[src/rtl/dtbp_pkg.sv]
// Shared types and constants for the devicetree blob token parser.
`timescale 1ns / 1ps
`default_nettype none

package dtbp_pkg;

    localparam logic [31:0] DT_MAGIC       = 32'hd00d_feed;
    localparam logic [31:0] TOK_BEGIN_NODE = 32'd1;
    localparam logic [31:0] TOK_END_NODE   = 32'd2;
    localparam logic [31:0] TOK_PROP       = 32'd3;
    localparam logic [31:0] TOK_END        = 32'd9;
    localparam logic [31:0] ROOT_NAME      = 32'h2f00_0000;  // "/"

    typedef enum logic [2:0] {
        EV_MAGIC_ERR  = 3'd0,
        EV_NAME       = 3'd1,
        EV_PROP       = 3'd2,
        EV_NODE_END   = 3'd3,
        EV_STRUCT_END = 3'd4
    } event_t;

    typedef enum logic [7:0] {
        PH_HEADER = 8'b0000_0001,
        PH_SEEK   = 8'b0000_0010,
        PH_TOKEN  = 8'b0000_0100,
        PH_NAME   = 8'b0000_1000,
        PH_PLEN   = 8'b0001_0000,
        PH_POFF   = 8'b0010_0000,
        PH_PSKIP  = 8'b0100_0000,
        PH_DONE   = 8'b1000_0000
    } phase_t;

    typedef struct packed {
        logic [31:0] word;
        logic        first;
    } item_t;

    typedef struct packed {
        logic [2:0]  event_res;
        logic [31:0] name_chars;
        logic [2:0]  name_count;
        logic        name_last;
        logic [31:0] prop_length;
        logic [31:0] prop_name_addr;
        logic [31:0] data_addr;
    } result_t;

endpackage

`default_nettype wire

[src/rtl/dtbp_parser.sv]
// Token decoder: parse state registers and per-word next-state/result logic.
`timescale 1ns / 1ps
`default_nettype none

module dtbp_parser
    import dtbp_pkg::*;
(
    input  wire logic        clk,
    input  wire logic        rst_n,
    input  wire logic        step,
    input  wire item_t       beat,
    input  wire logic [31:0] blob_base,
    output logic             res_valid,
    output result_t          res
);

    phase_t      phase_reg, phase_next;
    logic [29:0] word_index_reg, word_index_next;
    logic [31:0] struct_offset_reg, struct_offset_next;
    logic [31:0] strings_offset_reg, strings_offset_next;
    logic [31:0] pending_length_reg, pending_length_next;
    logic [29:0] skip_remaining_reg, skip_remaining_next;
    logic        name_first_word_reg, name_first_word_next;

    // state as seen by this beat (first restarts the blob)
    phase_t      ph;
    logic [29:0] idx;
    logic [31:0] soff, stroff, plen;
    logic [29:0] skip;
    logic        nfirst;
    logic [31:0] w;
    logic [31:0] next_addr;
    logic [2:0]  name_len;
    logic [31:0] name_mask;
    logic [31:0] plen_m1;

    always_comb
    begin
        w       = beat.word;
        ph      = beat.first ? PH_HEADER : phase_reg;
        idx     = beat.first ? 30'd0 : word_index_reg;
        soff    = beat.first ? 32'd0 : struct_offset_reg;
        stroff  = beat.first ? 32'd0 : strings_offset_reg;
        plen    = beat.first ? 32'd0 : pending_length_reg;
        skip    = beat.first ? 30'd0 : skip_remaining_reg;
        nfirst  = beat.first ? 1'b0 : name_first_word_reg;
        next_addr = blob_base + {idx + 30'd1, 2'b00};
        plen_m1   = plen - 32'd1;

        priority if (w[31:24] == 8'd0) name_len = 3'd0;
        else if (w[23:16] == 8'd0)     name_len = 3'd1;
        else if (w[15:8] == 8'd0)      name_len = 3'd2;
        else if (w[7:0] == 8'd0)       name_len = 3'd3;
        else                           name_len = 3'd4;

        unique case (name_len)
            3'd0:    name_mask = 32'h0000_0000;
            3'd1:    name_mask = 32'hff00_0000;
            3'd2:    name_mask = 32'hffff_0000;
            3'd3:    name_mask = 32'hffff_ff00;
            default: name_mask = 32'hffff_ffff;
        endcase

        phase_next           = ph;
        word_index_next      = idx + 30'd1;
        struct_offset_next   = soff;
        strings_offset_next  = stroff;
        pending_length_next  = plen;
        skip_remaining_next  = skip;
        name_first_word_next = nfirst;
        res_valid            = 1'b0;
        res                  = '0;

        unique case (ph)
            PH_HEADER:
            begin
                if (idx == 30'd0)
                begin
                    if (w != DT_MAGIC)
                    begin
                        phase_next    = PH_DONE;
                        res_valid     = 1'b1;
                        res.event_res = EV_MAGIC_ERR;
                    end
                end
                else if (idx == 30'd2)
                begin
                    struct_offset_next = w;
                end
                else if (idx == 30'd3)
                begin
                    strings_offset_next = w;
                    phase_next          = PH_SEEK;
                end
            end
            PH_SEEK, PH_TOKEN:
            begin
                // seek falls into token decode on the structure's first word
                if (ph == PH_TOKEN || idx >= soff[31:2])
                begin
                    phase_next = PH_TOKEN;
                    priority case (w)
                        TOK_BEGIN_NODE:
                        begin
                            phase_next           = PH_NAME;
                            name_first_word_next = 1'b1;
                        end
                        TOK_END_NODE:
                        begin
                            res_valid     = 1'b1;
                            res.event_res = EV_NODE_END;
                        end
                        TOK_PROP:
                        begin
                            phase_next = PH_PLEN;
                        end
                        TOK_END:
                        begin
                            phase_next    = PH_DONE;
                            res_valid     = 1'b1;
                            res.event_res = EV_STRUCT_END;
                        end
                        default:
                        begin
                        end
                    endcase
                end
            end
            PH_NAME:
            begin
                res_valid            = 1'b1;
                res.event_res        = EV_NAME;
                name_first_word_next = 1'b0;
                if (nfirst && name_len == 3'd0)
                begin
                    // empty root name
                    res.name_chars = ROOT_NAME;
                    res.name_count = 3'd1;
                    res.name_last  = 1'b1;
                    res.data_addr  = next_addr;
                    phase_next     = PH_TOKEN;
                end
                else if (name_len == 3'd4)
                begin
                    res.name_chars = w;
                    res.name_count = 3'd4;
                end
                else
                begin
                    res.name_chars = w & name_mask;
                    res.name_count = name_len;
                    res.name_last  = 1'b1;
                    res.data_addr  = next_addr;
                    phase_next     = PH_TOKEN;
                end
            end
            PH_PLEN:
            begin
                pending_length_next = w;
                phase_next          = PH_POFF;
            end
            PH_POFF:
            begin
                res_valid          = 1'b1;
                res.event_res      = EV_PROP;
                res.prop_length    = plen;
                res.prop_name_addr = blob_base + stroff + w;
                res.data_addr      = next_addr;
                if (plen == 32'd0)
                begin
                    phase_next = PH_TOKEN;
                end
                else
                begin
                    // padded words left after this one: ceil(len/4) - 1
                    skip_remaining_next = plen_m1[31:2];
                    phase_next          = PH_PSKIP;
                end
            end
            PH_PSKIP:
            begin
                if (skip == 30'd0)
                    phase_next = PH_TOKEN;
                else
                    skip_remaining_next = skip - 30'd1;
            end
            PH_DONE:
            begin
            end
            default:
            begin
            end
        endcase
    end

    always_ff @(posedge clk or negedge rst_n)
    begin
        if (!rst_n)
        begin
            phase_reg           <= PH_HEADER;
            word_index_reg      <= '0;
            struct_offset_reg   <= '0;
            strings_offset_reg  <= '0;
            pending_length_reg  <= '0;
            skip_remaining_reg  <= '0;
            name_first_word_reg <= 1'b0;
        end
        else if (step)
        begin
            phase_reg           <= phase_next;
            word_index_reg      <= word_index_next;
            struct_offset_reg   <= struct_offset_next;
            strings_offset_reg  <= strings_offset_next;
            pending_length_reg  <= pending_length_next;
            skip_remaining_reg  <= skip_remaining_next;
            name_first_word_reg <= name_first_word_next;
        end
    end

endmodule

`default_nettype wire

[src/rtl/devicetree_blob_token_parser_top.sv]
// Top level of the devicetree blob token parser: handshake, input and result registers.
`timescale 1ns / 1ps
`default_nettype none
//
// Streams a flattened devicetree blob, one 32-bit big-endian word per beat on
// the item channel (item_valid / item_stall / item). item.first marks byte 0
// of a blob and restarts parsing. Each word yields zero or one result beat on
// the result channel (result_valid / result_stall / result): node name
// chunks, properties, node ends, structure end or a magic error.
// cfg_valid / cfg_ready / cfg_data writes blob_base, the address added to all
// reported addresses; cfg_ready is always high, write only while idle.
// Path: an accepted word loads the input register, and its decode lands in
// the result register; a held result register can delay that step.
// Throughput: one word per cycle while no result is held; the decoder is a
// single pass of phase logic, a 30-bit counter compare and 32-bit adds.
// Stall: a held result register stalls decode of the word in the input
// register, and that in turn raises item_stall; no beat is dropped.
// Reset: asynchronous, clears both valid flags, blob_base and parse state;
// the parser then expects a blob header.
//
module devicetree_blob_token_parser_top
    import dtbp_pkg::*;
(
    input  wire logic        clk,
    input  wire logic        rst_n,
    input  wire logic        item_valid,
    output logic             item_stall,
    input  wire item_t       item,
    output logic             result_valid,
    input  wire logic        result_stall,
    output result_t          result,
    input  wire logic        cfg_valid,
    output logic             cfg_ready,
    input  wire logic [31:0] cfg_data
);

    logic        s1_valid_reg;
    item_t       s1_item_reg;
    logic        out_valid_reg, out_valid_next;
    result_t     out_data_reg;
    logic [31:0] blob_base_reg;

    logic        out_free;
    logic        s1_fire;
    logic        item_fire;
    logic        dec_valid;
    result_t     dec_res;

    assign out_free   = !out_valid_reg || !result_stall;
    assign s1_fire    = s1_valid_reg && out_free;
    assign item_stall = s1_valid_reg && !out_free;
    assign item_fire  = item_valid && !item_stall;
    assign cfg_ready  = 1'b1;

    assign result_valid = out_valid_reg;
    assign result       = out_data_reg;

    dtbp_parser u_parser (
        .clk       (clk),
        .rst_n     (rst_n),
        .step      (s1_fire),
        .beat      (s1_item_reg),
        .blob_base (blob_base_reg),
        .res_valid (dec_valid),
        .res       (dec_res)
    );

    always_comb
    begin
        if (out_free)
            out_valid_next = s1_fire && dec_valid;
        else
            out_valid_next = out_valid_reg;
    end

    always_ff @(posedge clk or negedge rst_n)
    begin
        if (!rst_n)
        begin
            s1_valid_reg  <= 1'b0;
            out_valid_reg <= 1'b0;
            blob_base_reg <= '0;
        end
        else
        begin
            if (item_fire)
                s1_valid_reg <= 1'b1;
            else if (s1_fire)
                s1_valid_reg <= 1'b0;
            out_valid_reg <= out_valid_next;
            if (cfg_valid && cfg_ready)
                blob_base_reg <= cfg_data;
        end
    end

    always_ff @(posedge clk)
    begin
        if (item_fire)
            s1_item_reg <= item;
        if (s1_fire && dec_valid)
            out_data_reg <= dec_res;
    end

    // input side only stalls behind a word that cannot drain
    a_stall_needs_word: assert property (@(posedge clk) disable iff (!rst_n)
        item_stall |-> s1_valid_reg && out_valid_reg)
        else $error("item_stall without a blocked word");

    // a blocked result with a waiting word must back-pressure the input
    a_backpressure: assert property (@(posedge clk) disable iff (!rst_n)
        out_valid_reg && result_stall && s1_valid_reg |=> s1_valid_reg)
        else $error("waiting word lost while result blocked");

    a_event_range: assert property (@(posedge clk) disable iff (!rst_n)
        result_valid |-> result.event_res <= EV_STRUCT_END)
        else $error("result event code out of range");

    // a short name chunk always ends the name
    a_name_chunk: assert property (@(posedge clk) disable iff (!rst_n)
        result_valid && result.event_res == EV_NAME
            |-> result.name_count <= 3'd4
                && (result.name_count == 3'd4 || result.name_last))
        else $error("malformed name chunk");

    a_non_name_clean: assert property (@(posedge clk) disable iff (!rst_n)
        result_valid && result.event_res != EV_NAME
            |-> result.name_chars == 32'd0 && result.name_count == 3'd0
                && !result.name_last)
        else $error("name fields set on a non-name event");

endmodule

`default_nettype wire

[config.mk]
export PLATFORM = sky130hd
export DESIGN_NAME = devicetree_blob_token_parser_top
export DESIGN_NICKNAME = d
export VERILOG_FILES = /design/src/rtl/dtbp_pkg.sv /design/src/rtl/dtbp_parser.sv /design/src/rtl/devicetree_blob_token_parser_top.sv
export SDC_FILE = /design/constraint.sdc
export NUM_CORES = 1
export LEC_CHECK = 0
export BUFFER_PORTS_ARGS = -buffer_cell sky130_fd_sc_hd__buf_2
export CAP_MARGIN = 20
export CORE_MARGIN = 2
export CORE_UTILIZATION = 55
export CTS_BUF_LIST = sky130_fd_sc_hd__clkbuf_16
export DETAILED_ROUTE_END_ITERATION = 16
export GPL_TIMING_DRIVEN = 0
export PLACE_DENSITY = 0.73
export SKIP_CTS_REPAIR_TIMING = 1
export SYNTH_ARGS = -nofsm -noshare
export SYNTH_HDL_FRONTEND = slang
export SYNTH_SLANG_ARGS = --single-unit
[constraint.sdc]
create_clock -name clk -period 26.6 [get_ports clk]
set_input_delay 5.32 -clock clk [delete_from_list [all_inputs] [get_ports clk]]
set_output_delay 5.32 -clock clk [all_outputs]
set_load 0.005 [all_outputs]
# ---- Word level (Yosys, flattened, before mapping)
# Index checks and enable logic that the tools add are counted.
dict set report op_classes {
  addsub 6
  n_lt_le_gt_ge 1
  eq_ne 18
  muxes 53
  bitwise_logic 2
  n_reduce_logical 25
}
# cell n
set ops {}
lappend ops {{$mux 32} 13}
lappend ops {{$pmux 32 s4} 1}
lappend ops {{$mux 30} 4}
lappend ops {{$add 32x32->32} 3}
lappend ops {{$mux 8} 9}
lappend ops {{$eq 32x2->1 const B} 2}
lappend ops {{$pmux 32 s2} 1}
lappend ops {{$eq 30x2->1 const B} 2}
lappend ops {{$logic_not 30->1} 2}
lappend ops {{$pmux 30 s2} 1}
lappend ops {{$pmux 8 s6} 1}
lappend ops {{$mux 35} 1}
lappend ops {{$mux 34} 1}
lappend ops {{$and 32x32->32} 1}
lappend ops {{$eq 32x1->1 const B} 1}
lappend ops {{$eq 32x4->1 const B} 1}
lappend ops {{$logic_not 32->1} 1}
lappend ops {{$logic_not 8->1} 4}
lappend ops {{$ne 32x32->1 const B} 1}
lappend ops {{$sub 32x1->32 const B} 1}
lappend ops {{$add 30x1->30 const B} 1}
lappend ops {{$ge 30x30->1} 1}
lappend ops {{$sub 30x1->30 const B} 1}
lappend ops {{$pmux 8 s3} 1}
lappend ops {{other kinds (25)} 50}
dict set report totals {
  reg_bits 367
}

# ---- Longest topological paths before layout
# Gate-level depths: netlist (run 1).
dict set report logic_depth {
  ltp_word 10
  ltp_mapped 23
  depth_no_buf 20
}

# ---- Cells and area by module
# From an unflattened synthesis (run 1), not the netlist that was laid out.
dict set report hier_totals {
  cells_unflattened 1922
  hier_area_um2 20851.2
}
# mod n_inst cells_per_inst area_per_inst_um2 seq_area_each_um2
set by_module_without_submodules {}
lappend by_module_without_submodules {dtbp_parser 1 1673 14356.3 4080.2}
lappend by_module_without_submodules {devicetree_blob_token_parser_top 1 249 6495.0 5895.7}

# ---- Worst setup path after synthesis (run 1)
# Ideal clock, no wire load.
dict set report synth_path {
  kind {input -> register}
  start {input result_stall}
  end {register result[0] (netlist name)}
  setup_time_ns 0.632
  t_arrival_ns 11.731
  t_required_ns 25.968
  slack_ns 14.237
  path_stages 6
  cell_sequence {nand2_1 nand2_1 clkbuf_1 clkbuf_1 clkbuf_1 nor2_1}
}
dict set report synth_between {
  elab_chain_cells 4
}
# element line
set synth_lines {}
lappend synth_lines {{from (decl)} devicetree_blob_token_parser_top.sv:30} ;# input wire logic result_stall,
lappend synth_lines {{$logic_not 1->1} devicetree_blob_token_parser_top.sv:49} ;# assign out_free = !out_valid_reg || !result_stall;
lappend synth_lines {{$logic_or 1x1->1} devicetree_blob_token_parser_top.sv:49}
lappend synth_lines {{$logic_and 1x1->1} devicetree_blob_token_parser_top.sv:50} ;# assign s1_fire = s1_valid_reg && out_free;
lappend synth_lines {{$logic_and 1x1->1} devicetree_blob_token_parser_top.sv:100} ;# if (s1_fire && dec_valid)
# No other way between the ends.
# A chain may end at the register's enable or synchronous reset.

# ---- Worst setup path after layout (run 1)
dict set report layout_path {
  start {input result_stall}
  end {output item_stall}
}
dict set report layout_between {
  elab_chain_cells 4
}
# element line
set layout_lines {}
lappend layout_lines {{$logic_not 1->1} devicetree_blob_token_parser_top.sv:49}
lappend layout_lines {{$logic_or 1x1->1} devicetree_blob_token_parser_top.sv:49}
lappend layout_lines {{$logic_not 1->1} devicetree_blob_token_parser_top.sv:51} ;# assign item_stall = s1_valid_reg && !out_free;
lappend layout_lines {{$logic_and 1x1->1} devicetree_blob_token_parser_top.sv:51}
lappend layout_lines {{to (decl)} devicetree_blob_token_parser_top.sv:27} ;# output logic item_stall,
# No other way between the ends.

==> impl_results.md, run 1 <==
- Worst r2r dst: result[63]
- Crit path DAT: 5.74 ns
- Initial Utilization: 56.01%
- Most used cell along the critical path: buf_2
- Status: completed
- Synthesis-stage register bit count: 365
- Synthesized netlist cell count: 1,976
- Max-cap violations: 0
- Final min period: 11.06 ns
- Max reg flops: 135
- Root Buffer: clkbuf_16
- GRT Total Usage: 34.62%
- Area of the multi-input gates: 10,150 um^2
- CP delay by family, top: buffers and inverters
- PortBufs: 205
- CP Buf/Inv Count: 3
- Worst-path cell chain: buf_2 > nand3_1 > inv_1 > buf_2
- Starting DRT DRC Count: 1,547
- Combinational power share: 23.8%
- H-Tree Level Count: 2
- Later-pin clock latency in the skew report: 0.58 ns
- Synth cell types: 85
- Global-route wire length before repair: 101,200 um
- Core Box Area: 36,790 um^2
- Critical path class: input pin to output pin
- Final Setup Violations: 0
- Post-synth EDFFs: 168
- Mapped Nets: 2,177
- Chip height: 197.6 um
- Register share of total power: 42.9%
- Die width: 197.6 um
- Vias in the first global route: 17,134
- Worst reg-to-reg setup slack: 17.49 ns
- DR pass1 iterations: 7
- Leakage: 0.01041 uW
- Post-DP HPWL: 49,210 um
- Final period utilization: 41.58%
- Main synth FF type: dfrtp_1
- Syn avg cell area: 10.43 um^2
- Worst min-delay path class: flip-flop to flip-flop
- Clock buffer count from CTS: 40
- Final hold vios: 0
- Cell Rows: 70
- PD cells: 70.13 nW/um^2
- Max-slew violations: 0
- RSZ-0062 raised after global routing: no
- Max stage delay on crit path: 0.12 ns
- I/O pin cnt: 208
- Seq/Total Area, Yosys: 48.42%
- Cells on worst reg2reg path: 21
- Int Power: 1127 uW
- Setup TNS: 0 ns
- Sequential cell area: 9976 um^2
- Gr ovfl total: 0
- Post-Route Skew: 0.01890 ns
- Slowest CP cell: buf_2
- Worst slew pin tran: 1.047 ns
- Clk slew on worst S/H paths: 0.07 ns
- TritonCTS clock tree: built
- Sw Pwr: 531.5 uW
- Element type at the critical path end: output pin
- FFs w/ async S/R, synth: 53.97%
- Fillers: 3,028
- Worst-case clock buffer depth: 3
- Drt total wl: 66,450 um
- Via count: 17,258
- Worst hold path endpoint: u_parser.name_first_word_reg
- N_diodes: 0
- Maximum fanout along the worst path: 3
- Post-DR wirelength/cell: 24.32 um
- Vias per cell: 6.317
- Slew HR: 30.20%
- Nets@finish: 2,433
- Hold depth: 1
- Die ar.: 39,030 um^2
- Antenna viol nets, final: 0
- Clk pwr share: 33.3%
- CP startpoint kind: input pin
- Peak supply drop: 0.00004473 V
- Syn Std Cell Area: 20,600 um^2
- Share of cells above drive strength 1: 14.62%
- # clock sinks: 365
- Req. time, crit path: 21.28 ns
- GPL Wtd Cong: 0.9483
- F_max: 90.40 MHz
- Largest net degree at the start of global routing: 106
- Non-filler instance count after layout: 2,732
- Worst Hold Launch: u_parser.name_first_word_reg
- Worst r2r src: s1_item_reg[0]
- Drt drc: 0
- P&R area growth vs syn: 14.76%
- Switching power share of the total: 32.05%
- Inst Count DP: 2,658
- Initial antenna violation count: 3
- Synth Warn #: 0
[cell usage in the layout, fill, tap and decap left out, types with 17 or more instances in the layout]
cell | netlist | final
nor4_1 | 26 | 26
or3_1 | 21 | 21
nor3_1 | 50 | 50
nor2_1 | 182 | 181
fa_1 | 33 | 33
a31oi_1 | 17 | 17
xnor2_1 | 44 | 44
a22o_1 | 97 | 97
ha_1 | 98 | 98
edfxtp_1 | 168 | 168
dfrtp_1 | 196 | 196
xor2_1 | 49 | 49
mux2_2 | 33 | 33
and2_1 | 56 | 55
buf_2 | 4 | 209
o21ai_0 | 109 | 109
nor2b_1 | 74 | 74
a21o_1 | 30 | 30
clkbuf_16 | 0 | 41
a21oi_1 | 95 | 95
nand2_1 | 178 | 178
nand3_1 | 42 | 42
clkbuf_1 | 74 | 74
and3_1 | 31 | 31
nand4_1 | 26 | 26
inv_1 | 33 | 44
[metrics by stage]
step | instance area (um^2) | worst slack (ns) | utilization, % | hold WS (ns) | total power, uW
after global routing | 23640 | 15.50 | 64.28 | 0.5042 | 1728
after floorplan | 20600 | 14.24 | - | 0.4420 | 955.8
after CTS | 23640 | 15.55 | 64.28 | 0.4824 | 1658
final | 23640 | 15.54 | 64.28 | 0.4828 | 1658
after detailed placement | 22370 | 15.55 | 60.81 | 0.4675 | 1108
after global placement | 22220 | 11.13 | 60.39 | 0.4566 | 1105
[final cells by class]
class / count / area share, %
multi-input combinational: 1487 / 42.95
sequential: 365 / 42.19
timing repair buffer: 214 / 4.953
clock buffer: 41 / 4.339
tap: 468 / 2.477
buffer: 91 / 1.513
clock inverter: 33 / 1.053
inverter: 33 / 0.5239
[per-layer routing]
| metal | up-vias | track usage, % | share of wire, % |
|---|---|---|---|
| met5 | - | 0 | 0.035 |
| met2 | 775 | 55.58 | 47 |
| met1 | 8499 | 45.22 | 41 |
| met4 | 4 | 17.77 | 5.2 |
| met3 | 192 | 6.215 | 6.9 |
| li1 | 7788 | - | - |
[Yosys cell counts (50+ instances only)]
library cell	count	share of area (%)
dfrtp_1	196	24
nor2_1	182	3.3
nand2_1	178	3.2
edfxtp_1	168	24
o21ai_0	109	2.6
ha_1	98	6.0
a22o_1	97	4.1
a21oi_1	95	2.3
clkbuf_1	74	1.3
nor2b_1	74	2.2
and2_1	56	1.7
nor3_1	50	1.2
[cells by family after synthesis]
logic type | count (synthesis) | share of synthesized area (%)
other | 1 | 0.01820
adder cells (fa/ha/maj) | 131 | 9.158
AO/OA/AOI/OAI | 481 | 15.90
multiplexers | 36 | 1.949
flip-flops | 365 | 48.42
buffers and inverters | 124 | 2.338
AND/OR/NAND/NOR | 744 | 18.15
XOR/XNOR | 94 | 4.063
[worst register-to-register path: stages (launching register included)]
cell	delay, ns
edfxtp_1	0.36
clkbuf_1	0.46
clkbuf_1	0.61
clkbuf_1	0.65
clkbuf_1	0.73
clkbuf_1	0.62
clkbuf_1	0.68
clkbuf_1	0.84
nor2b_1	0.18
fa_1	0.53
ha_1	0.19
inv_1	0.07
fa_1	0.37
nor2b_1	0.23
o2111ai_1	0.17
a21oi_1	0.23
o21ai_0	0.28
a211o_1	0.47
o21ai_0	0.65
a311oi_1	0.27
xnor2_1	0.19
nor2_1	0.05
[worst max-delay path by stage]
stage                         from          to  slack (ns)  cells past startpoint
global route          result_stall  item_stall       15.50                      4
global placement    s1_item_reg[0]  result[73]       11.13                     19
floorplan             result_stall   result[0]       14.24                      6
CTS                   result_stall  item_stall       15.55                      4
detailed placement    result_stall  item_stall       15.55                      4
finish                result_stall  item_stall       15.54                      4
[power groups by stage]
stage	logic [uW]	registers, uW	clock network (uW)
after floorplan	237	719	0
after global placement	369	736	0
after detailed placement	388	721	0
after CTS	390	711	557
after global routing	431	718	579
final	394	712	552
No activity file was read; power rests on OpenSTA's default activity.
==> run 2: changes to the inputs <==
CORE_UTILIZATION = 54   (was 55)
PLACE_DENSITY = 0.75   (was 0.73)
clock period = 10.1 ns   (was 26.6 ns; I/O delays follow)
==> run 2 against run 1 <==
  * Routed wire length decreased by 0.28%
  * Combinational power grew to 2.6 times the previous value
  * Core utilization is 1.2 points lower
  * Critical path depth increased by 17
  * Die area grew 1.8%
  * Hold slack improved by 0.012 ns
  * Flip-flop and latch count unchanged
  * Highest routed layer unchanged
  * Non-clock buffer count fell by 1
  * Total power grew to 2.6 times the previous value
  * Register-to-register slack got worse by 17 ns
==> impl_results.md, run 2 (synthesized netlist as in run 1, its figures left out) <==
- Later-pin clock latency in the skew report: 0.58 ns (about the same)
- Most used cell along the critical path: clkbuf_1
- TritonCTS clock tree: built
- Max-slew violations: 0 (unchanged)
- Most common cell after layout, fill and taps aside: buf_2
- Post-route setup slack: 0.9614 ns (-14.58 ns)
- Post-DR wirelength/cell: 23.86 um (-1.9%)
- Maximum fanout along the worst path: 10 (+7)
- GRT Total Usage: 34.09% (-0.53 points)
- Vias in the first global route: 17,153 (+0.11%)
- Clk slew on worst S/H paths: 0.07 ns (about the same)
- Combinational power share: 23.8% (about the same)
- Die width: 199.3 um (+0.90%)
- Final period utilization: 90.48%
- Drt drc: 0 (unchanged)
- H-Tree Level Count: 2 (unchanged)
- Status: completed
- Worst-path cell chain: clkbuf_1 > clkbuf_1 > clkbuf_1 > clkbuf_1 > clkbuf_1 > clkbuf_1 > clkbuf_1 > nor2b_1 > fa_1 > ha_1 > inv_1 > fa_1 > nor2b_1 > o2111ai_1 > a21oi_1 > o21ai_0 > a211o_1 > o21ai_0 > a311oi_1 > xnor2_1 > nor2_1
- Clock buffer count from CTS: 41 (+2.5%)
- Final hold vios: 0 (unchanged)
- Worst slew pin tran: 1.032 ns (-0.01508 ns)
- Area of the multi-input gates: 10,150 um^2 (unchanged)
- DR pass1 iterations: 5 (-2)
- Share of cells above drive strength 1: 14.92% (+0.30 points)
- Req. time, crit path: 10.39 ns (-10.89 ns)
- Element type at the critical path end: flip-flop
- Initial antenna violation count: 1 (-2)
- Worst-case clock buffer depth: 3 (unchanged)
- Die ar.: 39,730 um^2 (+1.8%)
- Core Box Area: 37,580 um^2 (+2.2%)
- Leakage: 0.01040 uW (about the same)
- CP startpoint kind: flip-flop
- PD cells: 184.3 nW/um^2 (+160%)
- Slowest CP cell: clkbuf_1
- Final Setup Violations: 0 (unchanged)
- Most frequent cells in the layout: buf_2, dfrtp_1, nor2_1
- Max stage delay on crit path: 0.80 ns (+0.68 ns)
- Non-filler instance count after layout: 2,777 (+1.6%)
- Post-DP HPWL: 49,560 um (+0.71%)
- Sw Pwr: 1423 uW (+170%)
- Peak supply drop: 0.0001383 V (+210%)
- Int Power: 2947 uW (+160%)
- Post-Route Skew: 0.02187 ns (+0.002971 ns)
- Register share of total power: 42.9% (about the same)
- F_max: 109.4 MHz
- Drt total wl: 66,270 um (-0.28%)
- Slew HR: 30.95% (+0.75 points)
- Crit path DAT: 9.43 ns (+3.69 ns)
- # clock sinks: 365 (unchanged)
- Worst min-delay path class: flip-flop to flip-flop
- Hold depth: 1 (unchanged)
- Root Buffer: clkbuf_16
- PortBufs: 205 (unchanged)
- Vias per cell: 6.225 (-1.5%)
- Inst Count DP: 2,700 (+1.6%)
- Final min period: 9.139 ns
- Nets@finish: 2,433 (unchanged)
- DP Worst Slack: 1.420 ns (-14.13 ns)
- Chip height: 199.3 um (+0.90%)
- Via count: 17,287 (+0.17%)
- Max reg flops: 135 (unchanged)
- Fillers: 3,083 (+1.8%)
- Clk pwr share: 33.3% (about the same)
- RSZ-0062 raised after global routing: no
- Fin Hold WS: 0.4950 ns (+0.01217 ns)
- Critical path class: flip-flop to flip-flop
- Sequential cell area: 9976 um^2 (unchanged)
- Largest net degree at the start of global routing: 103 (-2.8%)
- Util after Layout: 63.11% (-1.2 points)
- Antenna viol nets, final: 0 (unchanged)
- Cells on worst reg2reg path: 21 (unchanged)
- Global-route wire length before repair: 100,700 um (-0.48%)
- I/O pin cnt: 208 (unchanged)
- Starting DRT DRC Count: 1,412 (-8.7%)
- Max-cap violations: 0 (unchanged)
- Switching power share of the total: 32.57% (+0.52 points)
- GPL Wtd Cong: 0.9732 (+2.6%)
- Initial Utilization: 54.83% (-1.2 points)
- Gr ovfl total: 0 (unchanged)
- Cell Rows: 71 (+1.4%)
- P&R area growth vs syn: 15.11%
## run 2: worst max-delay path, delay by kind of cell, from the launching register on
family	cells	cell delay (ns)
xor+xnor	1	0.24
flops	1	0.36
compound gates	6	2.15
fa+ha+maj	3	1.11
buf+inv	8	4.55
simple gates	3	0.44
## run 2: worst paths after layout
check | from | to | slack, ns
min reg2reg | u_parser.strings_offset_reg[21] | u_parser.strings_offset_reg[21] | 0.49
min in group asynchronous | rst_n | u_parser.pending_length_reg[7] | 1.47
max | s1_item_reg[0] | result[63] | 0.96
min | u_parser.strings_offset_reg[21] | u_parser.strings_offset_reg[21] | 0.49
max reg2reg | s1_item_reg[0] | result[63] | 0.96
max in group asynchronous | rst_n | u_parser.word_index_reg[24] | 7.63
## run 2: final cells by class
class,count,area share [%]
flip-flops and latches,365,42.06
clock buffers,42,4.432
plain buffers,91,1.509
well taps,511,2.696
clock inverters,34,1.013
inverters,33,0.5223
repair buffers,213,4.938
diodes,1,0.01055
multi-input cells,1487,42.82
## run 2: routing by layer
metal / vias to the layer above / global-route usage, % / part of all wire [%]
met5: - / 0 / 0.014
met4: 2 / 18.79 / 5.8
met3: 206 / 5.992 / 7.0
met2: 780 / 53.89 / 47
met1: 8516 / 44.80 / 41
li1: 7783 / - / -
## run 2: power by group through the flow
| stage | Clock, uW | Sequential (uW) | Combinational, uW |
|---|---|---|---|
| after CTS | 1470 | 1870 | 1030 |
| final | 1460 | 1880 | 1040 |
| after floorplan | 0 | 1880 | 625 |
| after global routing | 1530 | 1890 | 1140 |
| after detailed placement | 0 | 1900 | 1020 |
| after global placement | 0 | 1920 | 975 |
## run 2: per-stage QoR
step | TNS, ns | total power, uW | area [um^2]
final | 0 | 4370 | 23720
after CTS | 0 | 4367 | 23710
after global routing | 0 | 4560 | 23710
after global placement | -280.50 | 2896 | 22270
after detailed placement | 0 | 2919 | 22420
after floorplan | 0 | 2505 | 20610
